`config.mk`:
```
export PLATFORM = sky130hd
export DESIGN_NAME = quad_tile_binning_unit
export DESIGN_NICKNAME = d
export VERILOG_FILES = /design/src/hdl/qtb_pkg.sv /design/src/hdl/qtb_front.sv /design/src/hdl/qtb_back.sv /design/src/hdl/quad_tile_binning_unit.sv
export SDC_FILE = /design/constraint.sdc
export NUM_CORES = 1
export LEC_CHECK = 0
export BUFFER_PORTS_ARGS = -buffer_cell sky130_fd_sc_hd__buf_2
export CORE_ASPECT_RATIO = 1.4
export CORE_MARGIN = 2
export CORE_UTILIZATION = 55
export DETAILED_ROUTE_END_ITERATION = 12
export PLACE_DENSITY = 0.78
export SLEW_MARGIN = 25
export SYNTH_ARGS = -nofsm -noshare
export SYNTH_HDL_FRONTEND = slang
export SYNTH_SLANG_ARGS = --single-unit
```
`constraint.sdc`:
```
create_clock -name i_clk -period 8.3 [get_ports i_clk]
set_clock_uncertainty 0.05 [all_clocks]
set_input_delay 1.66 -clock i_clk [delete_from_list [all_inputs] [get_ports i_clk]]
set_output_delay 1.66 -clock i_clk [all_outputs]
set_load 0.03 [all_outputs]
```
`src/hdl/qtb_pkg.sv`:
```
// Shared types and constants of the quad tile binning unit.
package qtb_pkg;

    localparam int COORD_W  = 16;
    localparam int HANDLE_W = 16;
    localparam int SIZE_W   = 13;
    localparam int CNT_W    = 12;
    localparam int TILE_W   = 6;
    localparam int SLOT_W   = 11;
    localparam int STATUS_W = 2;
    localparam int REG_IDX_W = 2;

    // Operation codes of an input word.
    localparam logic CMD_ADD   = 1'b0;
    localparam logic CMD_CLEAR = 1'b1;

    // Result status codes.
    localparam logic [STATUS_W-1:0] STATUS_PLACED = 2'd0;
    localparam logic [STATUS_W-1:0] STATUS_FULL   = 2'd1;
    localparam logic [STATUS_W-1:0] STATUS_NONE   = 2'd2;

    // Configuration register indexes.
    localparam logic [REG_IDX_W-1:0] REG_SCREEN_WIDTH  = 2'd0;
    localparam logic [REG_IDX_W-1:0] REG_SCREEN_HEIGHT = 2'd1;

    typedef logic signed [COORD_W-1:0] t_coord;

    // A classified command as it travels from the front part to the back part.
    typedef struct packed {
        logic                cmd;
        logic [HANDLE_W-1:0] handle;
        t_coord              min_x;
        t_coord              max_x;
        t_coord              min_y;
        t_coord              max_y;
    } t_bin_cmd;

endpackage

```
`src/hdl/qtb_front.sv`:
```
// Front part: accepts input words, forms the bounding box and queues the command.
module qtb_front
    import qtb_pkg::*;
(
    input  logic                i_clk,
    input  logic                i_rst_n,
    input  logic                i_in_valid,
    output logic                o_in_stall,
    input  logic                i_cmd,
    input  logic [HANDLE_W-1:0] i_cmd_handle,
    input  t_coord              i_ax,
    input  t_coord              i_ay,
    input  t_coord              i_bx,
    input  t_coord              i_by_coord,
    input  t_coord              i_cx_coord,
    input  t_coord              i_cy_coord,
    input  t_coord              i_dx_coord,
    input  t_coord              i_dy_coord,
    output logic                o_cmd_valid,
    output t_bin_cmd            o_cmd,
    input  logic                i_cmd_pop
);

    t_bin_cmd   r_fifo [2];
    logic       r_wp, r_rp;
    logic [1:0] r_count;
    logic [1:0] n_count;

    t_bin_cmd w_entry;
    t_coord   w_minx_ab, w_minx_cd, w_maxx_ab, w_maxx_cd;
    t_coord   w_miny_ab, w_miny_cd, w_maxy_ab, w_maxy_cd;
    logic     w_push;

    // Two-level min/max tree over the four corners.
    always_comb begin
        w_minx_ab = (i_ax < i_bx) ? i_ax : i_bx;
        w_minx_cd = (i_cx_coord < i_dx_coord) ? i_cx_coord : i_dx_coord;
        w_maxx_ab = (i_ax > i_bx) ? i_ax : i_bx;
        w_maxx_cd = (i_cx_coord > i_dx_coord) ? i_cx_coord : i_dx_coord;
        w_miny_ab = (i_ay < i_by_coord) ? i_ay : i_by_coord;
        w_miny_cd = (i_cy_coord < i_dy_coord) ? i_cy_coord : i_dy_coord;
        w_maxy_ab = (i_ay > i_by_coord) ? i_ay : i_by_coord;
        w_maxy_cd = (i_cy_coord > i_dy_coord) ? i_cy_coord : i_dy_coord;

        w_entry.cmd    = i_cmd;
        w_entry.handle = i_cmd_handle;
        w_entry.min_x  = (w_minx_ab < w_minx_cd) ? w_minx_ab : w_minx_cd;
        w_entry.max_x  = (w_maxx_ab > w_maxx_cd) ? w_maxx_ab : w_maxx_cd;
        w_entry.min_y  = (w_miny_ab < w_miny_cd) ? w_miny_ab : w_miny_cd;
        w_entry.max_y  = (w_maxy_ab > w_maxy_cd) ? w_maxy_ab : w_maxy_cd;
    end

    assign o_in_stall  = (r_count == 2'd2);
    assign w_push      = i_in_valid && !o_in_stall;
    assign o_cmd_valid = (r_count != 2'd0);
    assign o_cmd       = r_fifo[r_rp];

    always_comb begin
        n_count = r_count;
        if (w_push && !(i_cmd_pop && o_cmd_valid)) begin
            n_count = r_count + 2'd1;
        end else if (!w_push && i_cmd_pop && o_cmd_valid) begin
            n_count = r_count - 2'd1;
        end
    end

    always_ff @(posedge i_clk) begin
        if (!i_rst_n) begin
            r_wp    <= 1'b0;
            r_rp    <= 1'b0;
            r_count <= 2'd0;
        end else begin
            r_count <= n_count;
            if (w_push) begin
                r_wp <= !r_wp;
            end
            if (i_cmd_pop && o_cmd_valid) begin
                r_rp <= !r_rp;
            end
        end
    end

    always_ff @(posedge i_clk) begin
        if (w_push) begin
            r_fifo[r_wp] <= w_entry;
        end
    end

endmodule

```
`src/hdl/qtb_back.sv`:
```
// Back part: scans the tiles for one command, keeps the tile counts and drives results.
module qtb_back
    import qtb_pkg::*;
#(
    parameter int TILES_X       = 4,
    parameter int TILES_Y       = 4,
    parameter int TILE_CAPACITY = 2048
) (
    input  logic                i_clk,
    input  logic                i_rst_n,
    input  logic [SIZE_W-1:0]   i_tile_w,
    input  logic [SIZE_W-1:0]   i_tile_h,
    input  logic                i_cmd_valid,
    input  t_bin_cmd            i_cmd,
    output logic                o_cmd_pop,
    output logic                o_out_valid,
    input  logic                i_out_stall,
    output logic [TILE_W-1:0]   o_tile_index,
    output logic [SLOT_W-1:0]   o_slot,
    output logic [HANDLE_W-1:0] o_handle_out,
    output logic [STATUS_W-1:0] o_status,
    output logic                o_last
);

    localparam int NT = TILES_X * TILES_Y;
    localparam int AW = (NT > 1) ? $clog2(NT) : 1;
    localparam int CW = (TILES_X > 1) ? $clog2(TILES_X) : 1;
    localparam int RW = (TILES_Y > 1) ? $clog2(TILES_Y) : 1;

    localparam logic ST_IDLE = 1'b0;
    localparam logic ST_SCAN = 1'b1;

    logic                r_state, n_state;
    t_bin_cmd            r_item, n_item;
    logic [CW-1:0]       r_col, n_col;
    logic [RW-1:0]       r_row, n_row;
    logic [AW-1:0]       r_tile, n_tile;
    logic [SIZE_W-1:0]   r_x0, n_x0, r_y0, n_y0;
    logic                r_scan_done, n_scan_done;
    logic                r_pend, n_pend;
    logic [AW-1:0]       r_pend_tile, n_pend_tile;

    logic                r_out_vld, n_out_vld;
    logic [TILE_W-1:0]   r_out_tile, n_out_tile;
    logic [SLOT_W-1:0]   r_out_slot, n_out_slot;
    logic [HANDLE_W-1:0] r_out_handle, n_out_handle;
    logic [STATUS_W-1:0] r_out_status, n_out_status;
    logic                r_out_last, n_out_last;

    // Tile count store; an entry whose valid bit is clear reads as zero.
    logic [CNT_W-1:0]    r_cnt_mem [NT];
    logic [NT-1:0]       r_cnt_vld;
    logic [CNT_W-1:0]    r_rd_data;
    logic                r_rd_vld;

    logic                w_mem_we, w_mem_re, w_clr_all;
    logic [AW-1:0]       w_mem_wa, w_mem_ra;
    logic [CNT_W-1:0]    w_mem_wd;

    logic                w_out_free, w_hit, w_adv, w_last_tile;
    logic [CNT_W-1:0]    w_pend_cnt;
    logic                w_pend_full;
    logic signed [COORD_W:0] w_x0, w_x1, w_y0, w_y1;

    assign w_out_free = !r_out_vld || !i_out_stall;

    // Inclusive overlap test of the current tile against the bounding box.
    always_comb begin
        w_x0  = $signed({4'b0, r_x0});
        w_y0  = $signed({4'b0, r_y0});
        w_x1  = $signed({3'b0, {1'b0, r_x0} + {1'b0, i_tile_w}});
        w_y1  = $signed({3'b0, {1'b0, r_y0} + {1'b0, i_tile_h}});
        w_hit = !((w_x0 > $signed({r_item.max_x[COORD_W-1], r_item.max_x}))
               || (w_x1 < $signed({r_item.min_x[COORD_W-1], r_item.min_x}))
               || (w_y1 < $signed({r_item.min_y[COORD_W-1], r_item.min_y}))
               || (w_y0 > $signed({r_item.max_y[COORD_W-1], r_item.max_y})));
    end

    assign w_pend_cnt  = r_rd_vld ? r_rd_data : '0;
    assign w_pend_full = (w_pend_cnt >= CNT_W'(TILE_CAPACITY));
    assign w_last_tile = (r_col == CW'(TILES_X - 1)) && (r_row == RW'(TILES_Y - 1));

    always_comb begin
        n_state      = r_state;
        n_item       = r_item;
        n_col        = r_col;
        n_row        = r_row;
        n_tile       = r_tile;
        n_x0         = r_x0;
        n_y0         = r_y0;
        n_scan_done  = r_scan_done;
        n_pend       = r_pend;
        n_pend_tile  = r_pend_tile;
        n_out_vld    = r_out_vld && i_out_stall;
        n_out_tile   = r_out_tile;
        n_out_slot   = r_out_slot;
        n_out_handle = r_out_handle;
        n_out_status = r_out_status;
        n_out_last   = r_out_last;
        o_cmd_pop    = 1'b0;
        w_clr_all    = 1'b0;
        w_mem_re     = 1'b0;
        w_mem_ra     = r_tile;
        w_mem_we     = 1'b0;
        w_mem_wa     = r_pend_tile;
        w_mem_wd     = w_pend_cnt + CNT_W'(1);
        w_adv        = 1'b0;

        unique case (r_state)
            ST_IDLE: begin
                if (i_cmd_valid && w_out_free) begin
                    o_cmd_pop = 1'b1;
                    if (i_cmd.cmd == CMD_CLEAR) begin
                        w_clr_all    = 1'b1;
                        n_out_vld    = 1'b1;
                        n_out_tile   = '0;
                        n_out_slot   = '0;
                        n_out_handle = '0;
                        n_out_status = STATUS_NONE;
                        n_out_last   = 1'b1;
                    end else begin
                        n_item      = i_cmd;
                        n_col       = '0;
                        n_row       = '0;
                        n_tile      = '0;
                        n_x0        = '0;
                        n_y0        = '0;
                        n_scan_done = 1'b0;
                        n_pend      = 1'b0;
                        n_state     = ST_SCAN;
                    end
                end
            end
            ST_SCAN: begin
                if (!r_scan_done) begin
                    if (!w_hit) begin
                        w_adv = 1'b1;
                    end else if (!r_pend || w_out_free) begin
                        // A new hit proves the held result is not the last one.
                        if (r_pend) begin
                            n_out_vld    = 1'b1;
                            n_out_tile   = TILE_W'(r_pend_tile);
                            n_out_slot   = w_pend_full ? '0 : w_pend_cnt[SLOT_W-1:0];
                            n_out_handle = r_item.handle;
                            n_out_status = w_pend_full ? STATUS_FULL : STATUS_PLACED;
                            n_out_last   = 1'b0;
                            w_mem_we     = !w_pend_full;
                        end
                        w_mem_re    = 1'b1;
                        n_pend      = 1'b1;
                        n_pend_tile = r_tile;
                        w_adv       = 1'b1;
                    end
                end else if (w_out_free) begin
                    n_out_vld    = 1'b1;
                    n_out_handle = r_item.handle;
                    n_out_last   = 1'b1;
                    if (r_pend) begin
                        n_out_tile   = TILE_W'(r_pend_tile);
                        n_out_slot   = w_pend_full ? '0 : w_pend_cnt[SLOT_W-1:0];
                        n_out_status = w_pend_full ? STATUS_FULL : STATUS_PLACED;
                        w_mem_we     = !w_pend_full;
                    end else begin
                        n_out_tile   = '0;
                        n_out_slot   = '0;
                        n_out_status = STATUS_NONE;
                    end
                    n_pend  = 1'b0;
                    n_state = ST_IDLE;
                end
            end
            default: begin
                n_state = ST_IDLE;
            end
        endcase

        // Column-major walk: rows inside, columns outside.
        if (w_adv) begin
            if (w_last_tile) begin
                n_scan_done = 1'b1;
            end else if (r_row == RW'(TILES_Y - 1)) begin
                n_row  = '0;
                n_y0   = '0;
                n_col  = r_col + CW'(1);
                n_x0   = r_x0 + i_tile_w;
                n_tile = AW'(r_col) + AW'(1);
            end else begin
                n_row  = r_row + RW'(1);
                n_y0   = r_y0 + i_tile_h;
                n_tile = r_tile + AW'(TILES_X);
            end
        end
    end

    always_ff @(posedge i_clk) begin
        if (!i_rst_n) begin
            r_state     <= ST_IDLE;
            r_scan_done <= 1'b0;
            r_pend      <= 1'b0;
            r_out_vld   <= 1'b0;
        end else begin
            r_state     <= n_state;
            r_scan_done <= n_scan_done;
            r_pend      <= n_pend;
            r_out_vld   <= n_out_vld;
        end
    end

    always_ff @(posedge i_clk) begin
        r_item       <= n_item;
        r_col        <= n_col;
        r_row        <= n_row;
        r_tile       <= n_tile;
        r_x0         <= n_x0;
        r_y0         <= n_y0;
        r_pend_tile  <= n_pend_tile;
        r_out_tile   <= n_out_tile;
        r_out_slot   <= n_out_slot;
        r_out_handle <= n_out_handle;
        r_out_status <= n_out_status;
        r_out_last   <= n_out_last;
    end

    always_ff @(posedge i_clk) begin
        if (!i_rst_n || w_clr_all) begin
            r_cnt_vld <= '0;
        end else if (w_mem_we) begin
            r_cnt_vld[w_mem_wa] <= 1'b1;
        end
    end

    always_ff @(posedge i_clk) begin
        if (w_mem_we) begin
            r_cnt_mem[w_mem_wa] <= w_mem_wd;
        end
        if (w_mem_re) begin
            r_rd_data <= r_cnt_mem[w_mem_ra];
            r_rd_vld  <= r_cnt_vld[w_mem_ra];
        end
    end

    assign o_out_valid  = r_out_vld;
    assign o_tile_index = r_out_tile;
    assign o_slot       = r_out_slot;
    assign o_handle_out = r_out_handle;
    assign o_status     = r_out_status;
    assign o_last       = r_out_last;

    a_no_rw_collision: assert property (@(posedge i_clk) disable iff (!i_rst_n)
        (w_mem_we && w_mem_re) |-> (w_mem_wa != w_mem_ra))
        else $error("count store written and read at the same tile");

    a_pend_in_scan: assert property (@(posedge i_clk) disable iff (!i_rst_n)
        r_pend |-> (r_state == ST_SCAN))
        else $error("held result outside of a tile scan");

    a_slot_in_range: assert property (@(posedge i_clk) disable iff (!i_rst_n)
        (r_out_vld && r_out_status == STATUS_PLACED)
        |-> ({1'b0, r_out_slot} < CNT_W'(TILE_CAPACITY)))
        else $error("placed slot beyond tile capacity");

    a_clear_result: assert property (@(posedge i_clk) disable iff (!i_rst_n)
        (o_cmd_pop && i_cmd.cmd == CMD_CLEAR)
        |=> (r_out_vld && r_out_status == STATUS_NONE && r_out_last && r_cnt_vld == '0))
        else $error("clear did not produce its result");

endmodule

```
`src/hdl/quad_tile_binning_unit.sv`:
```
// Top level of the quad tile binning unit: configuration registers and the two parts.
//
// The unit bins quad draw commands into a TILES_X by TILES_Y grid of screen tiles.
// Each input word is either an add, carrying four signed corners and a 16-bit command
// handle, or a clear, which zeroes every tile count. A front part forms the bounding box
// of an add and places the command in a two-entry queue, so new words keep being taken
// while the back part works. The back part walks the tiles column by column, rows inside
// each column, testing one tile per cycle with inclusive edges while results are not
// stalled; every overlapping tile yields one result word with the tile index, the next
// free slot of that tile and the handle, and its count goes up by one. A tile whose
// count has reached TILE_CAPACITY reports status full with slot zero and keeps its
// count. An add that touches no tile gives a single status none word with the handle;
// a clear gives a single status none word with zero fields. The final word of every
// command has last set. The back part takes no new command until the tile walk of an
// add is over; a clear needs no walk. Counts live in a small memory with one valid bit
// per tile, so reset and clear take effect at once and no clearing pass is needed. Tile
// width and height are the screen size registers divided by the grid size, computed when
// a register is written; writes to an index past the two registers are ignored, and the
// configuration port is always ready. Configuration is meant to change only while the
// unit is idle.
module quad_tile_binning_unit
    import qtb_pkg::*;
#(
    parameter int TILES_X       = 4,
    parameter int TILES_Y       = 4,
    parameter int TILE_CAPACITY = 2048
) (
    input  logic                 i_clk,
    input  logic                 i_rst_n,
    input  logic                 i_in_valid,
    output logic                 o_in_stall,
    input  logic                 i_cmd,
    input  logic [HANDLE_W-1:0]  i_cmd_handle,
    input  t_coord               i_ax,
    input  t_coord               i_ay,
    input  t_coord               i_bx,
    input  t_coord               i_by_coord,
    input  t_coord               i_cx_coord,
    input  t_coord               i_cy_coord,
    input  t_coord               i_dx_coord,
    input  t_coord               i_dy_coord,
    output logic                 o_out_valid,
    input  logic                 i_out_stall,
    output logic [TILE_W-1:0]    o_tile_index,
    output logic [SLOT_W-1:0]    o_slot,
    output logic [HANDLE_W-1:0]  o_handle_out,
    output logic [STATUS_W-1:0]  o_status,
    output logic                 o_last,
    input  logic                 i_cfg_valid,
    output logic                 o_cfg_ready,
    input  logic [REG_IDX_W-1:0] i_cfg_index,
    input  logic [SIZE_W-1:0]    i_cfg_data
);

    // The grid size need not be a power of two, so the division by it is a multiply by
    // its rounded-up reciprocal followed by a shift. Sixteen fraction bits keep the
    // quotient exact for every 13-bit screen size and every grid size up to eight.
    localparam int RECIP_SHIFT = 16;
    localparam int RECIP_W     = RECIP_SHIFT + 1;
    localparam int PROD_W      = SIZE_W + RECIP_W;
    localparam logic [RECIP_W-1:0] RECIP_X =
        RECIP_W'(((1 << RECIP_SHIFT) + TILES_X - 1) / TILES_X);
    localparam logic [RECIP_W-1:0] RECIP_Y =
        RECIP_W'(((1 << RECIP_SHIFT) + TILES_Y - 1) / TILES_Y);

    // Tile sizes derived from the screen size registers at write time.
    logic [SIZE_W-1:0] r_tile_w;
    logic [SIZE_W-1:0] r_tile_h;

    logic [PROD_W-1:0] w_tile_w_prod;
    logic [PROD_W-1:0] w_tile_h_prod;

    logic     w_cmd_valid;
    logic     w_cmd_pop;
    t_bin_cmd w_cmd;

    assign o_cfg_ready = 1'b1;

    assign w_tile_w_prod = PROD_W'(i_cfg_data) * PROD_W'(RECIP_X);
    assign w_tile_h_prod = PROD_W'(i_cfg_data) * PROD_W'(RECIP_Y);

    always_ff @(posedge i_clk) begin
        if (!i_rst_n) begin
            r_tile_w <= SIZE_W'(320 / TILES_X);
            r_tile_h <= SIZE_W'(224 / TILES_Y);
        end else if (i_cfg_valid && o_cfg_ready) begin
            if (i_cfg_index == REG_SCREEN_WIDTH) begin
                r_tile_w <= w_tile_w_prod[RECIP_SHIFT +: SIZE_W];
            end else if (i_cfg_index == REG_SCREEN_HEIGHT) begin
                r_tile_h <= w_tile_h_prod[RECIP_SHIFT +: SIZE_W];
            end
        end
    end

    qtb_front u_front (
        .i_clk        (i_clk),
        .i_rst_n      (i_rst_n),
        .i_in_valid   (i_in_valid),
        .o_in_stall   (o_in_stall),
        .i_cmd        (i_cmd),
        .i_cmd_handle (i_cmd_handle),
        .i_ax         (i_ax),
        .i_ay         (i_ay),
        .i_bx         (i_bx),
        .i_by_coord   (i_by_coord),
        .i_cx_coord   (i_cx_coord),
        .i_cy_coord   (i_cy_coord),
        .i_dx_coord   (i_dx_coord),
        .i_dy_coord   (i_dy_coord),
        .o_cmd_valid  (w_cmd_valid),
        .o_cmd        (w_cmd),
        .i_cmd_pop    (w_cmd_pop)
    );

    qtb_back #(
        .TILES_X       (TILES_X),
        .TILES_Y       (TILES_Y),
        .TILE_CAPACITY (TILE_CAPACITY)
    ) u_back (
        .i_clk        (i_clk),
        .i_rst_n      (i_rst_n),
        .i_tile_w     (r_tile_w),
        .i_tile_h     (r_tile_h),
        .i_cmd_valid  (w_cmd_valid),
        .i_cmd        (w_cmd),
        .o_cmd_pop    (w_cmd_pop),
        .o_out_valid  (o_out_valid),
        .i_out_stall  (i_out_stall),
        .o_tile_index (o_tile_index),
        .o_slot       (o_slot),
        .o_handle_out (o_handle_out),
        .o_status     (o_status),
        .o_last       (o_last)
    );

endmodule

```
### After elaboration in Yosys (flattened, before gate mapping)

Memory sizes are Yosys's and may differ from the RTL's. A register that Yosys moved wholly into a read port is not among the register bits.
Cells that the tools add are included.

* register bits: 201
* bits in latches: 0
* bits in writable memories: 354
* bits in read-only memories: 0
* bits of input ports: 165
* output and inout bits: 39
* memories kept: 2

Memories
* u_back.r_cnt_mem: depth 16, bits a word 12, rd ports 1, clocked after memory_dff 1, wr ports 1, RTL line qtb_back.sv:51 `logic [CNT_W-1:0] r_cnt_mem [NT];`
* u_front.r_fifo: depth 2, bits a word 81, rd ports 1, clocked after memory_dff 1, wr ports 1, RTL line qtb_front.sv:24 `t_bin_cmd r_fifo [2];`

* $add $sub $neg: 11
* $mul: 0
* div/mod/pow operators: 0
* order comparisons: 20
* eq/ne operators: 11
* shifts and indexed selects: 0
* muxes and demuxes: 143
* bitwise logic cells: 6
* reduce and logical (&&, ||, !) cells: 34

Operators by type and width (count)
* $mux W16: 19
* $mux W13: 12
* $mux W11: 9
* $gt A16 B16 Y1: 6
* $lt A16 B16 Y1: 6
* $mux W1: 56
* $mux W2: 22
* $mux W6: 7
* $gt A14 B16 Y1: 2
* $lt A15 B16 Y1: 2
* $pmux W16 S2: 1
* $add A13 B11 Y14: 2
* $mux W4: 7
* $add A13 B11 Y13: 2
* $pmux W11 S2: 1
* $or A16 B16 Y16: 1
* $add A12 B1 Y12 const B: 1
* $ge A12 B12 Y1 const B: 1
* $mux W12: 1
* $ne A3 B3 Y1 const B: 4
* $pmux W6 S2: 1
* $logic_not A1 Y1: 10
* $lt A4 B5 Y1 const B: 2
* $logic_and A1 B1 Y1: 9
* 22 further kinds: 41

### Longest topological paths before layout

* depth after elaboration: 10
* mapped depth: 22

### Modules after synthesis

Synthesis repeated with hierarchy kept, for this count alone.

* cells, all modules: 2119
* area, all modules: 29014.1 sq um

By module, submodules not included
* qtb_back: instances 1, cells an instance 1022, area an instance 16333.2 sq um, seq. area each 10800.4 sq um
* qtb_front: instances 1, cells an instance 1006, area an instance 11791.3 sq um, seq. area each 4964.8 sq um
* quad_tile_binning_unit: instances 1, cells an instance 91, area an instance 889.6 sq um, seq. area each 440.4 sq um

### Least setup slack after synthesis

OpenSTA, ideal clock, no wires.

* path kind: input-to-reg
* start: input i_bx[15]
* end: memory u_front.r_fifo[0][37] (netlist bit), data pin
* setup time: 160 ps
* arrival: 6052 ps
* required time: 8090 ps
* setup slack: 2038 ps
* cell stages on the path: 18
* path buffers: 2
* cell sequence: inv_1 ha_1 nand4_1 nor4_2 a21bo_2 nand3_1 xor2_2 a21oi_2 buf_6 mux2i_1 inv_1 ha_1 or4b_2 a221oi_1 o21ai_0 o211ai_2 buf_2 mux2i_1

RTL lines
* start, declared: RTL line quad_tile_binning_unit.sv:36 `input t_coord i_bx,`
* end, declared: RTL line qtb_front.sv:24

==> metrics.md <==
| Metric | Value |
|---|---|
| Final count of hold timing violations | `0` |
| Prevailing post-synth register cell | `edfxtp_1` |
| Vias/cell | `5.78` |
| Cell Pwr Density | `240 nW/um^2` |
| CP max FO | `11` |
| TNS Setup | `0 ns` |
| Xor/xnor share of the synthesized area | `0.933%` |
| GP Congestion | `0.885` |
| Cell count after placement | `3053` |
| Yosys warns | `0` |
| Period utilization | `79.2%` |
| Sinks on the clock net | `566` |
| Adder-Cell Fraction of Synth Area | `8.91%` |
| Crit end category | `flip-flop` |
| Max-slew violations | `0` |
| Syn Area/Cell | `13.3 sq um` |
| Die area | `54500 sq um` |
| Post-Syn Area | `29000 sq um` |
| Worst-margin pin slew | `1.07 ns` |
| Initial antenna violation count | `3` |
| Status | `complete, no violations` |
| Core area | `52100 sq um` |
| Synth top area share | `50.5%` |
| Synth top area cells | `edfxtp_1 50%, ha_1 8.8%, dfxtp_1 5.5%` |
| Top cells by count, synth | `487 x edfxtp_1, 203 x ha_1, 202 x inv_1` |
| Asr flop ratio synth | `0%` |
| Tot GR Track Use | `23.4%` |
| Pwr Total | `7.80 mW` |
| DRT Wirelength | `62900 um` |
| Top-count cell post-synth | `edfxtp_1` |
| Root Driver | `clkbuf_16` |
| Share of cells above drive strength 1 | `22.0%` |
| Clk_lat worst skew | `0.60 ns` |
| Drc violations | `0` |
| Critical path required time | `8.61 ns` |
| Nets | `2767` |
| Peak VDD IR | `146 uV` |
| Row count | `99` |
| Relative slew slack | `28.2%` |
| H-tree depth | `2` |
| Vias in the first global route | `18743` |
| Total number of vias | `18193` |
| Clock period minus worst slack | `6.58 ns` |
| Startpoint Class | `primary input` |
| DRT Pass-1 Iters | `5` |
| Die X-Extent | `198 um` |
| Count of buffers from port buffering | `198` |
| Post-CTS setup buffers | `0` |
| Post-Synthesis Cells | `2178` |
| Worst-path clk slew | `0.06 ns` |
| Max Cap Viol | `0` |
| Register area share after synthesis | `55.9%` |
| Util after Layout | `62.3%` |
| Num ports | `204` |
| Clock tree from TritonCTS | `done` |
| Hold buffer count at cts | `0` |
| Simple-Gate Fraction of Synth Area | `7.78%` |
| Post-synth EDFFs | `487` |
| Pin count of the biggest net entering global routing | `66` |
| Final setup violating endpoints | `0` |
| Leakage Power | `13.1 nW` |
| Cell Count, Final, Fillers Out | `3146` |
| Main combinational cell family by area after synthesis | `multiplexers` |
| Largest area contributor in the netlist | `edfxtp_1` |
| Achievable clock frequency | `0.152 GHz` |
| Routed len/inst | `20.0 um` |
| Synth Area in Compound Gates | `7.84%` |
| Synth Register Bits | `566` |
| Synth unique cells | `88` |
| CTS Buf Count | `48` |
| ANT nets after route | `0` |
| Multiplexer area fraction after synthesis | `14.8%` |
| CP Data Arrival Time | `6.88 ns` |
| Placed Area | `30900 sq um` |
| Kind of critical path | `in -> reg` |
| Clock Tree Buf Depth | `3` |
| Die Height | `276 um` |
| Total gr overflow | `0` |
| Post-CTS sizing | `0` |
| Initial core utilization | `55.5%` |
| Final non-filler cell area | `32500 sq um` |
| First-pass GRT wire length | `98800 um` |
| DR iter-0 viols | `1021` |
| Worst min path class | `reg -> reg` |
| P&R area growth vs syn | `12.2%` |
| Final HPWL DP | `45900 um` |
| RSZ-0062 raised after global routing | `no` |
-- kinds of logic after synthesis --
logic type | after synthesis
AO/OA/AOI/OAI | 336
XOR/XNOR | 30
adder cells (fa/ha/maj) | 205
buffers and inverters | 274
flip-flops | 566
multiplexers | 330
other | 2
AND/OR/NAND/NOR | 435
-- cell type report --
| type | count | area (sq um) |
|---|---|---|
| Antenna cell | 2 | 5.00 |
| Clock buffer | 68 | 1390 |
| Clock inverter | 22 | 183 |
| Fill cell | 3909 | 19600 |
| Inverter | 202 | 759 |
| Multi-Input combinational cell | 1339 | 11700 |
| Sequential cell | 566 | 16200 |
| Tap cell | 707 | 885 |
| Timing Repair Buffer | 240 | 1350 |
-- path summary, 6_finish.rpt --
kind / from / slack, ns / endpoint / cells after the start
setup / recovery: i_dx_coord[7] / 1.72 / u_front.r_fifo[1][44] / 19
hold / removal: u_back.r_cnt_vld[4] / 0.41 / u_back.r_cnt_vld[4] / 2
setup reg to reg: r_tile_h[2] / 2.49 / u_back.r_cnt_mem[5][5] / 17
hold reg to reg: u_back.r_cnt_vld[4] / 0.41 / u_back.r_cnt_vld[4] / 2
-- layer usage --
metal / vias up / global-route usage (%) / wire length [um]
met1: 8877 / 26.7 / 23700
met4: 2 / 8.51 / 2070
met5: - / 0 / 13
li1: 8637 / - / -
met2: 559 / 44.4 / 33700
met3: 118 / 3.21 / 3380
-- report_power, final --
| group | internal (mW) | total, mW | switching (mW) |
|---|---|---|---|
| registers | 3.41 | 3.52 | 0.110 |
| logic | 0.959 | 2.06 | 1.10 |
| clock network | 1.21 | 2.22 | 1.01 |
-- worst max-delay path: stages --
cell	delay [ns]
buf_2	0.13
inv_1	0.05
ha_1	0.28
a21oi_1	0.13
o21ai_0	0.15
a221oi_2	0.55
nand3_2	0.24
xor2_1	0.20
buf_4	0.20
a21oi_2	0.41
buf_4	0.32
mux2i_1	0.17
ha_1	0.23
or4b_2	0.63
a221oi_1	0.23
o21ai_0	0.19
o211ai_2	0.54
buf_12	0.22
mux2i_1	0.33
-- through the flow --
stage / worst slack (ns) / hold slack [ns]
after detailed placement: 1.19 / 0.392
after global routing: 1.50 / 0.450
after CTS: 1.75 / 0.407
after global placement: 1.31 / 0.378
after floorplan: 2.04 / 0.356
final: 1.72 / 0.408
-- sequential cells by signal, summed over array words and instances (netlist names), 11 cells and up, named ones only --
| name | flops |
|---|---|
| u_back.r_item | 80 |
| u_front.r_fifo | 162 |
| u_back.r_x0 | 13 |
| u_back.r_cnt_mem | 192 |
| r_tile_w | 11 |
| u_back.o_handle_out | 16 |
| u_back.o_slot | 11 |
| u_back.r_cnt_vld | 16 |
| u_back.r_y0 | 13 |
| u_back.r_rd_data | 12 |
| r_tile_h | 11 |
-- layout by cell type (no fill, tap or decap), types with 50 or more instances in the layout --
cell,count
and2_1,55
o21ai_0,66
mux2i_1,147
a21oi_1,68
mux2_2,115
nor2_1,67
nand2_1,126
dfxtp_1,78
clkbuf_16,50
mux4_2,65
buf_2,198
edfxtp_1,487
ha_1,203
inv_1,201
Note: power is estimated with default switching activity, not from simulation.
